===== config.mk =====
export PLATFORM = sky130hd
export DESIGN_NAME = frq_ctrl
export DESIGN_NICKNAME = d
export VERILOG_FILES = /design/src/design/frq_pkg.sv /design/src/design/frq_ctrl.sv
export SDC_FILE = /design/constraint.sdc
export NUM_CORES = 1
export LEC_CHECK = 0
export BUFFER_PORTS_ARGS = -buffer_cell sky130_fd_sc_hd__buf_2
export CELL_PAD_IN_SITES_DETAIL_PLACEMENT = 1
export CELL_PAD_IN_SITES_GLOBAL_PLACEMENT = 1
export CORE_AREA = 2 2 39 41
export CTS_BUF_LIST = sky130_fd_sc_hd__clkbuf_4 sky130_fd_sc_hd__clkbuf_8
export DETAILED_ROUTE_END_ITERATION = 8
export DIE_AREA = 0 0 41 43
export PLACE_DENSITY_LB_ADDON = 0.1
export SYNTH_ARGS = -nofsm -noshare
export SYNTH_HDL_FRONTEND = slang
export SYNTH_SLANG_ARGS = --single-unit

===== constraint.sdc =====
create_clock -name clk -period 1.9 [get_ports clk]
set_clock_uncertainty 0.15 [all_clocks]
set_input_delay 0.38 -clock clk [delete_from_list [all_inputs] [get_ports clk]]
set_output_delay 0.38 -clock clk [all_outputs]
set_load 0.05 [all_outputs]

===== src/design/frq_pkg.sv =====
// ----------------------------------------------------------------------------
// frq_pkg
// Shared types and constants of the quarter-turn frame rotation engine:
// register indexes, rotation codes, controller states and the command and
// status groups between controller and datapath.
// ----------------------------------------------------------------------------
package frq_pkg;

    // Configuration register indexes.
    localparam int CFG_IDX_W = 2;
    localparam logic [CFG_IDX_W-1:0] CFG_ROTATION_MODE = 2'd0;
    localparam logic [CFG_IDX_W-1:0] CFG_IMAGE_HEIGHT  = 2'd1;
    localparam logic [CFG_IDX_W-1:0] CFG_IMAGE_WIDTH   = 2'd2;

    // Clockwise rotation codes.
    typedef enum logic [1:0] {
        ROT_NONE = 2'd0,
        ROT_90   = 2'd1,
        ROT_180  = 2'd2,
        ROT_270  = 2'd3
    } rot_mode_t;

    // Request kinds carried by req_type.
    localparam logic REQ_WRITE = 1'b0;
    localparam logic REQ_READ  = 1'b1;

    // Controller states.
    typedef enum logic [1:0] {
        S_IDLE    = 2'd0,
        S_FETCH   = 2'd1,
        S_DELIVER = 2'd2
    } frq_state_t;

    // Commands from the controller to the datapath.
    typedef struct packed {
        logic accept;   // an input beat is taken this cycle
        logic fetch;    // read the frame store at the held address
        logic deliver;  // load the output register
    } frq_cmd_t;

    // Status from the datapath to the controller.
    typedef struct packed {
        logic req_is_read;  // the offered beat is a read request
        logic frame_full;   // the frame is completely loaded
        logic out_free;     // the output register can take a beat
    } frq_status_t;

endpackage


===== src/design/frq_ctrl.sv =====
// ----------------------------------------------------------------------------
// frq_ctrl
// Controller of the rotation engine. Takes one request at a time, steps a
// read through the frame store fetch and hands the result to the output
// register once that register is free.
// ----------------------------------------------------------------------------
module frq_ctrl (
    input  logic                clk,
    input  logic                rst_n,
    input  logic                in_valid,
    output logic                in_ready,
    input  frq_pkg::frq_status_t status,
    output frq_pkg::frq_cmd_t    cmd
);
    import frq_pkg::*;

    frq_state_t state_reg;
    frq_state_t state_next;

    // State register.
    always_ff @(posedge clk or negedge rst_n)
    begin
        if (!rst_n)
        begin
            state_reg <= S_IDLE;
        end
        else
        begin
            state_reg <= state_next;
        end
    end

    // Next state. A read of a loaded frame fetches first; a read before the
    // frame is loaded goes straight to delivery; a write needs no result.
    always_comb
    begin
        state_next = state_reg;
        case (state_reg)
            S_IDLE:
            begin
                if (in_valid && status.req_is_read)
                begin
                    state_next = status.frame_full ? S_FETCH : S_DELIVER;
                end
            end
            S_FETCH:
            begin
                state_next = S_DELIVER;
            end
            S_DELIVER:
            begin
                if (status.out_free)
                begin
                    state_next = S_IDLE;
                end
            end
            default:
            begin
                state_next = S_IDLE;
            end
        endcase
    end

    // Outputs.
    always_comb
    begin
        in_ready    = 1'b0;
        cmd.accept  = 1'b0;
        cmd.fetch   = 1'b0;
        cmd.deliver = 1'b0;
        case (state_reg)
            S_IDLE:
            begin
                in_ready   = 1'b1;
                cmd.accept = in_valid;
            end
            S_FETCH:
            begin
                cmd.fetch = 1'b1;
            end
            S_DELIVER:
            begin
                cmd.deliver = status.out_free;
            end
            default:
            begin
                in_ready = 1'b0;
            end
        endcase
    end

`ifndef ASSERT_OFF
    // A fetch is always followed by the delivery of its pixel.
    a_fetch_then_deliver: assert property (@(posedge clk) disable iff (!rst_n)
        (state_reg == S_FETCH) |=> (state_reg == S_DELIVER))
        else $error("fetch not followed by delivery");

    // An accepted read always leaves the idle state to produce its result.
    a_read_leaves_idle: assert property (@(posedge clk) disable iff (!rst_n)
        (cmd.accept && status.req_is_read) |=> (state_reg != S_IDLE))
        else $error("accepted read produced no result");

    // At most one datapath command in any cycle.
    a_one_command: assert property (@(posedge clk) disable iff (!rst_n)
        $onehot0({cmd.accept, cmd.fetch, cmd.deliver}))
        else $error("overlapping datapath commands");
`endif

endmodule


==> results.txt, run 1 <==
status - finished clean
largest net degree at the start of global routing - 5
CTS root buffer - clkbuf_4
minimum clock period - 1.72 ns
Vias - 123
worst setup path startpoint - state_reg[0]$_DFFE_PN0P_
Clock Path Buffers - 2
clock sinks - 2
Seq cells post-synth - 2
GPL Wtd Cong - 0.536
Setup crit end kind - output pin
Leakage Power - 0.000104 uW
Detailed Route WL - 280 microns
Max Cap Viol - 0
Initial Util - 7.59%
fraction of layout cells with a size suffix above 1 - 58.3%
syn_nets - 17
Slew Viols, Final - 0
vias in the first global route - 116
Reg2Reg Setup Slack - 0.90 ns
first-pass GRT wire length - 407 microns
post-synthesis cell count - 11
site row count - 14
Worst-Margin Slew - 0.251 ns
DR vias/cell - 3.08
clk slew on worst S/H paths - 0.03 ns
sequential fraction of the synthesis area - 47.6%
Required @ worst endpoint - 1.37 ns
final setup fails - 0
crit path DAT - 1.19 ns
# resized after CTS - 0
total gr overflow - 0
post-route ant nets - 0
final period utilization - 90.6%
Wirelength per Cell - 7.00 microns
Critical Path Slowest Stage Cell - dfrtp_1
final hold slack - 0.280 ns
DR iter-0 viols - 2
Num CTS Buffers - 3
full die area - 0.00176 sq mm
peak supply drop - 339 uV
max_slew headroom - 83.4%
Synth Cell Area - 105 sq um
CP Cell Sequence - nor2_2 -> and2_2 -> buf_2
number of flip-flops in the largest register - 2
capturing point of the worst reg2reg path - state_reg[0]$_DFFE_PN0P_
Mean Syn Cell Area - 9.55 sq um
max frequency - 0.581 GHz
pwr dens - 1560 mW/mm^2
max incr delay on CP - 0.40 ns
IO Pins - 10
crit start category - flop
Worst Reg-to-Reg Cells - 2
initial antenna violation count - 0
CP Capture Point - cmd[2]
worst min path class - input pin to flop
diodes inserted - 0
width of the die - 41 microns
Clock Latency Late Sink - 0.22 ns
leading area contributor after synthesis - dfrtp_1
gr usage total - 3.82%
Final Hold Fails - 0
top-area cell type share of the netlist area - 47.6%
RSZ-0062 raised after global routing - no
Setup TNS - 0 ns
Netlist cell types - 10
Area Growth Syn to Fin - 94.0%
# DRC - 0
CP Class - flop to output pin
Die H - 43 microns
total iterations of the first detailed-routing run - 2
Post-DP HPWL - 240 microns
largest cells by area after synthesis - dfrtp_1 48%, and4_1 8.3%, nand3b_1 7.1%, o21a_1 7.1%, and2_1 6.0%
H-tree depth - 1
Critical R2R Launch - state_reg[0]$_DFFE_PN0P_
number of port buffers - 9
CORE AREA - 0.00138 sq mm
Crit Path Max Fanout - 4
Synth Warn # - 0
TritonCTS clock tree - yes
fin nets - 32
-- through the flow --
step | total power (uW) | setup WS [ns] | instances | util [%] | cell area (sq um)
2_1_floorplan | 192 | 0.0826 | 11 | - | 106
3_3_place_gp | 233 | 0.393 | 36 | 12.4 | 171
3_5_place_dp | 229 | 0.407 | 36 | 12.4 | 171
4_1_cts | 327 | 0.157 | 40 | 14.7 | 204
5_1_grt | 345 | 0.0976 | 40 | 14.7 | 204
6_report | 318 | 0.178 | 40 | 14.7 | 204
-- repair_timing --
action	CTS	global route
hold endpoints to repair	2	0
hold buffers	1	0
setup endpoints to repair	0	0
setup buffers	0	0
-- power by group --
group          switching, uW  total, uW  internal, uW  leakage, uW
registers               13.4       68.8          55.4    0.0000258
logic                    118        159          40.6    0.0000647
clock network           20.9       90.3          69.4    0.0000138
total                    153        318           165     0.000104
-- cells in the mapped netlist --
cell type,count
a21oi_1,1
and2_1,1
and4_1,1
dfrtp_1,2
nand2_1,1
nand3b_1,1
nor2_1,1
nor2_2,1
nor2b_1,1
o21a_1,1
-- metal layers --
metal,global-route usage [%],vias to the layer above,part of all wire [%]
met5,0,-,0
met4,4.00,0,0
met3,3.14,0,11
met2,3.44,7,43
met1,4.84,51,46
li1,-,65,-
-- worst max-delay path: cells and delay by family (launching register included) --
kind	cells	cell delay, ns
buf+inv	1	0.25
flops	1	0.40
simple gates	2	0.32
-- cell families after synthesis --
logic type,Yosys count,synth area share [%]
compound gates,2,11.9
flops,2,47.6
simple gates,7,40.5
-- worst min path at each step --
stage,cells past startpoint,from,slack (ns),to
after detailed placement,1,rst_n,0.02,state_reg[0]$_DFFE_PN0P_
after CTS,3,status[0],0.27,state_reg[1]$_DFFE_PN0P_
after floorplan,0,rst_n,-0.07,state_reg[0]$_DFFE_PN0P_
after global placement,1,rst_n,0.02,state_reg[1]$_DFFE_PN0P_
after global routing,3,status[0],0.29,state_reg[1]$_DFFE_PN0P_
final,3,status[0],0.28,state_reg[1]$_DFFE_PN0P_
-- cells in the final DEF (no fill, tap or decap) --
| master | instances |
|---|---|
| o21a_1 | 1 |
| nor2_2 | 1 |
| buf_2 | 9 |
| nand2_1 | 1 |
| and4_1 | 1 |
| and2_2 | 1 |
| nor2b_1 | 1 |
| dlygate4sd3_1 | 1 |
| a21oi_1 | 1 |
| dfrtp_1 | 2 |
| nand3b_1 | 1 |
| clkbuf_4 | 3 |
| nor2_1 | 1 |
-- final cells by class --
cell class / count / area [sq um]
timing repair buffer: 10 / 55.1
fill: 175 / 1180
sequential: 2 / 50.0
clock buffer: 3 / 22.5
tap: 16 / 20.0
multi-input combinational: 9 / 56.3
Note: power is estimated with default switching activity, not from simulation.
==> inputs of run 2 (changes only) <==
--- a/constraint.sdc
+++ b/constraint.sdc
@@ -4,2 +4,2 @@
 set_output_delay 0.38 -clock clk [all_outputs]
-set_load 0.05 [all_outputs]
+set_load 0.005 [all_outputs]
==> results.txt, run 2 (same netlist as run 1, synthesis figures left out) <==
pre-CTS setup slack - 0.546 ns (+0.140 ns)
Die H - 43 microns (unchanged)
Setup crit end kind - output pin
cts-stage hold buffer count - 1 (unchanged)
Clock Path Buffers - 2 (unchanged)
Clock Latency Late Sink - 0.22 ns (about the same)
# resized after CTS - 0 (unchanged)
Crit Path Max Fanout - 4 (unchanged)
Required @ worst endpoint - 1.37 ns (about the same)
peak supply drop - 224 uV (-34%)
Reg2Reg Setup Slack - 0.91 ns (about the same)
worst setup path startpoint - state_reg[0]$_DFFE_PN0P_
most frequent cells in the layout - 9 x buf_2, 3 x clkbuf_4, 2 x dfrtp_1
# fillers - 174 (-0.57%)
total iterations of the first detailed-routing run - 2 (unchanged)
Initial Util - 7.59% (unchanged)
Setup TNS - 0 ns (unchanged)
vias in the first global route - 149 (+28%)
CTS root buffer - clkbuf_4
minimum clock period - 1.57 ns (-0.154 ns)
pwr dens - 1150 mW/mm^2 (-26%)
diodes inserted - 0 (unchanged)
Vias - 133 (+8.1%)
gr usage total - 5.52% (+1.7 points)
full die area - 0.00176 sq mm (unchanged)
Worst-Margin Slew - 0.152 ns (-0.0983 ns)
placed cell area - 170 sq um (-0.73%)
Bufs and invs on worst path - 1 (unchanged)
design area - 203 sq um (-0.61%)
max incr delay on CP - 0.40 ns (about the same)
setup ws final - 0.332 ns (+0.154 ns)
Post-DP HPWL - 245 microns (+1.9%)
DR vias/cell - 3.33 (+8.1%)
Power, Total - 234 uW (-26%)
Detailed Route WL - 306 microns (+9.3%)
clock sinks - 2 (unchanged)
Final Hold Fails - 0 (unchanged)
CORE AREA - 0.00138 sq mm (unchanged)
final setup fails - 0 (unchanged)
site row count - 14 (unchanged)
RSZ-0062 raised after global routing - no
Slew Viols, Final - 0 (unchanged)
Wirelength per Cell - 7.65 microns (+9.3%)
Worst Reg-to-Reg Cells - 2 (unchanged)
crit start category - flop
fin nets - 32 (unchanged)
max frequency - 0.638 GHz (+9.8%)
clk slew on worst S/H paths - 0.03 ns (about the same)
width of the die - 41 microns (unchanged)
number of setup buffers added after CTS - 0 (unchanged)
post-route ant nets - 0 (unchanged)
Levels on crit path - 3 (unchanged)
total gr overflow - 0 (unchanged)
CP Class - flop to output pin
GPL Wtd Cong - 0.552 (+3.0%)
Critical Path Slowest Stage Cell - dfrtp_1
TritonCTS clock tree - yes
Max Cap Viol - 0 (unchanged)
number of port buffers - 9 (unchanged)
H-tree depth - 1 (unchanged)
Num CTS Buffers - 3 (unchanged)
max_slew headroom - 89.8% (+6.4 points)
fraction of layout cells with a size suffix above 1 - 54.2% (-4.2 points)
largest net degree at the start of global routing - 5 (unchanged)
# DRC - 0 (unchanged)
number of flip-flops in the largest register - 2 (unchanged)
IO Pins - 10 (unchanged)
initial antenna violation count - 0 (unchanged)
final period utilization - 82.5% (-8.1 points)
cell family with most CP delay - flip-flops
DR iter-0 viols - 1 (-1)
crit path DAT - 1.04 ns (-0.15 ns)
CP Cell Sequence - nor2_2 -> and2_1 -> buf_2
first-pass GRT wire length - 545 microns (+34%)
Critical R2R Launch - state_reg[0]$_DFFE_PN0P_
most common cell after layout, fill and taps aside - buf_2
Leakage Power - 0.000104 uW (-0.66%)
Area Growth Syn to Fin - 92.9%
capturing point of the worst reg2reg path - state_reg[0]$_DFFE_PN0P_
CP Capture Point - cmd[2]
worst min path class - input pin to flop
status - finished clean
[run 2: cell count changes in the layout (fill, tap and decap cells not counted)]
cell / delta
and2_1: +1
and2_2: -1
[run 2: final cells by class]
cell class	count	area, sq um	area share [%]
repair buffers	10	55.1	27.2
clock buffers	3	22.5	11.1
multi-input cells	9	55.1	27.2
flip-flops and latches	2	50.0	24.7
well taps	16	20.0	9.88
[run 2: how the worst min path moves through the flow]
stage | cells past startpoint | endpoint | start | slack (ns)
final | 3 | state_reg[1]$_DFFE_PN0P_ | status[0] | 0.29
after global routing | 3 | state_reg[1]$_DFFE_PN0P_ | status[0] | 0.29
after CTS | 3 | state_reg[1]$_DFFE_PN0P_ | status[0] | 0.28
after detailed placement | 1 | state_reg[1]$_DFFE_PN0P_ | rst_n | 0.02
after global placement | 1 | state_reg[0]$_DFFE_PN0P_ | rst_n | 0.02
after floorplan | 0 | state_reg[0]$_DFFE_PN0P_ | rst_n | -0.07
[run 2: power breakdown]
part           total [uW]  switching, uW  internal (uW)
Sequential           69.8           14.4           55.4
Combinational        72.3           33.9           38.5
Clock                91.6           22.1           69.5
Total                 234           70.5            163
[run 2: stage by stage]
stage | util, % | hold slack (ns) | instances
2_1_floorplan | - | -0.0656 | 11
3_3_place_gp | 12.3 | 0.0157 | 36
3_5_place_dp | 12.3 | 0.0178 | 36
4_1_cts | 14.6 | 0.283 | 40
5_1_grt | 14.6 | 0.294 | 40
6_report | 14.6 | 0.287 | 40
[run 2: worst register-to-register path, cell delays in order, from the launching register on]
cell and delay, ns:
dfrtp_1 0.40, nor2_2 0.18, and4_1 0.20
[run 2: routing by layer]
layer / global-route usage (%) / wire length, microns / share of wire, %
met1: 4.82 / 127 / 42
met2: 5.94 / 147 / 48
met3: 4.71 / 30 / 9.8
met4: 8.00 / 0 / 0
met5: 0 / 0 / 0
==> inputs of run 3 (changes only) <==
Clock period 1.9 ns to 1.4 ns, I/O delays scaled along.
==> results.txt, run 3 (same netlist as run 1, synthesis figures left out) <==
status - complete, but fails checks
failing checks - negative setup slack
RSZ-0062 raised after global routing - yes
CP Class - flop to output pin
total iterations of the first detailed-routing run - 3 (+1)
minimum clock period - 1.42 ns
Critical R2R Launch - state_reg[1]$_DFFE_PN0P_
Slew Viols, Final - 0 (unchanged)
hold path start - status[0]
setup ws final - -0.0229 ns (-0.355 ns)
largest net degree at the start of global routing - 4 (-1)
capturing point of the worst reg2reg path - state_reg[0]$_DFFE_PN0P_
crit start category - flop
Reg2Reg Setup Slack - 0.08 ns (-0.83 ns)
width of the die - 41 microns (unchanged)
Setup crit end kind - output pin
peak supply drop - 282 uV (+26%)
post-route ant nets - 0 (unchanged)
total gr overflow - 0 (unchanged)
most frequent cells in the layout - 9 x buf_2, 5 x buf_4, 3 x clkbuf_4, 2 x nor2_2, 2 x dfrtp_1
final hold slack - 0.189 ns (-0.0977 ns)
vias in the first global route - 173 (+16%)
fin nets - 38 (+19%)
Required @ worst endpoint - 0.97 ns (-0.40 ns)
Vias - 151 (+14%)
placed cell area - 170 sq um (unchanged)
full die area - 0.00176 sq mm (unchanged)
final cell count without fillers - 46 (+15%)
Clock Latency Late Sink - 0.22 ns (about the same)
Clock Path Buffers - 2 (unchanged)
Worst-Margin Slew - 0.125 ns (-0.0276 ns)
diodes inserted - 0 (unchanged)
fraction of layout cells with a size suffix above 1 - 66.7% (+13 points)
TritonCTS clock tree - yes
clock sinks - 2 (unchanged)
max_slew headroom - 91.7% (+1.8 points)
Area Growth Syn to Fin - 142%
pwr dens - 1740 mW/mm^2 (+51%)
H-tree depth - 1 (unchanged)
most common cell after layout, fill and taps aside - buf_2
CTS root buffer - clkbuf_4
Final Hold Fails - 0 (unchanged)
final period utilization - 102%
hold path cells - 3 (unchanged)
DR iter-0 viols - 4 (+3)
IO Pins - 10 (unchanged)
# DRC - 0 (unchanged)
Leakage Power - 0.000134 uW (+29%)
crit path DAT - 0.99 ns (-0.05 ns)
Detailed Route WL - 360 microns (+18%)
worst min path class - input pin to flop
site row count - 14 (unchanged)
clk slew on worst S/H paths - 0.03 ns (about the same)
number of port buffers - 9 (unchanged)
gr usage total - 5.73% (+0.21 points)
DR vias/cell - 3.28 (-1.3%)
Wirelength per Cell - 7.83 microns (+2.3%)
Initial Util - 7.59% (unchanged)
first-pass GRT wire length - 634 microns (+16%)
Endpoint, Worst Hold - state_reg[1]$_DFFE_PN0P_
Die H - 43 microns (unchanged)
Setup TNS - -0.0229 ns (-0.0229 ns)
final setup fails - 1 (+1)
Worst Reg-to-Reg Cells - 6 (+4)
Max Cap Viol - 0 (unchanged)
number of flip-flops in the largest register - 2 (unchanged)
# placed instances - 36 (unchanged)
CORE AREA - 0.00138 sq mm (unchanged)
GPL Wtd Cong - 0.551 (-0.15%)
initial antenna violation count - 0 (unchanged)
Crit Path Max Fanout - 3 (-1)
design area - 254 sq um (+25%)
Num CTS Buffers - 3 (unchanged)
max frequency - 0.703 GHz
[run 3: cell count changes in the layout (fill, tap and decap cells not counted)]
| cell | previous run | this run |
|---|---|---|
| buf_4 | 0 | 5 |
| buf_6 | 0 | 1 |
| nor2_1 | 1 | 0 |
| nor2_2 | 1 | 2 |
[run 3: how the worst max path moves through the flow]
stage | from | slack (ns) | endpoint
floorplan | state_reg[0]$_DFFE_PN0P_ | 0.28 | cmd[2]
detailed placement | state_reg[0]$_DFFE_PN0P_ | 0.15 | cmd[2]
global route | state_reg[0]$_DFFE_PN0P_ | -0.11 | cmd[2]
finish | state_reg[0]$_DFFE_PN0P_ | -0.02 | cmd[2]
CTS | state_reg[1]$_DFFE_PN0P_ | -0.06 | cmd[2]
global placement | state_reg[0]$_DFFE_PN0P_ | 0.15 | cmd[2]
[run 3: routing by layer]
metal / routed length (microns) / up-vias / track usage (%)
met2: 182 / 7 / 6.56
met5: 0 / - / 0
met3: 25 / 0 / 3.14
met4: 0 / 0 / 6.00
met1: 152 / 67 / 6.77
li1: - / 77 / -
[run 3: critical path, stage by stage, from the launching register on]
cell and delay [ns]:
dfrtp_1 0.38, nor2_2 0.15, and2_1 0.14, buf_2 0.10
[run 3: timing repair]
item	CTS	global route
gates resized for setup	0	2
hold buffers	1	0
setup endpoints to repair	1	3
pin swaps	1	2
buffers inserted	5	1
hold endpoints to repair	2	0
[run 3: metrics by stage]
stage                     power, uW  setup slack [ns]  utilization (%)
after global routing            493            -0.108             18.4
final                           442           -0.0229             18.4
after floorplan                 141             0.275                -
after detailed placement        196             0.149             12.3
after global placement          196             0.146             12.3
after CTS                       424           -0.0583             17.4
[run 3: power by group]
part / switching, uW / internal, uW / leakage, uW
combinational: 77.5 / 150 / 0.0000941
clock: 29.7 / 94.3 / 0.0000138
sequential: 15.0 / 75.2 / 0.0000258
[run 3: final cells by class]
cell class	instances	area [sq um]
clock buffer	3	22.5
fill	173	1130
multi-input combinational	9	57.6
sequential	2	50.0
tap	16	20.0
timing repair buffer	16	104
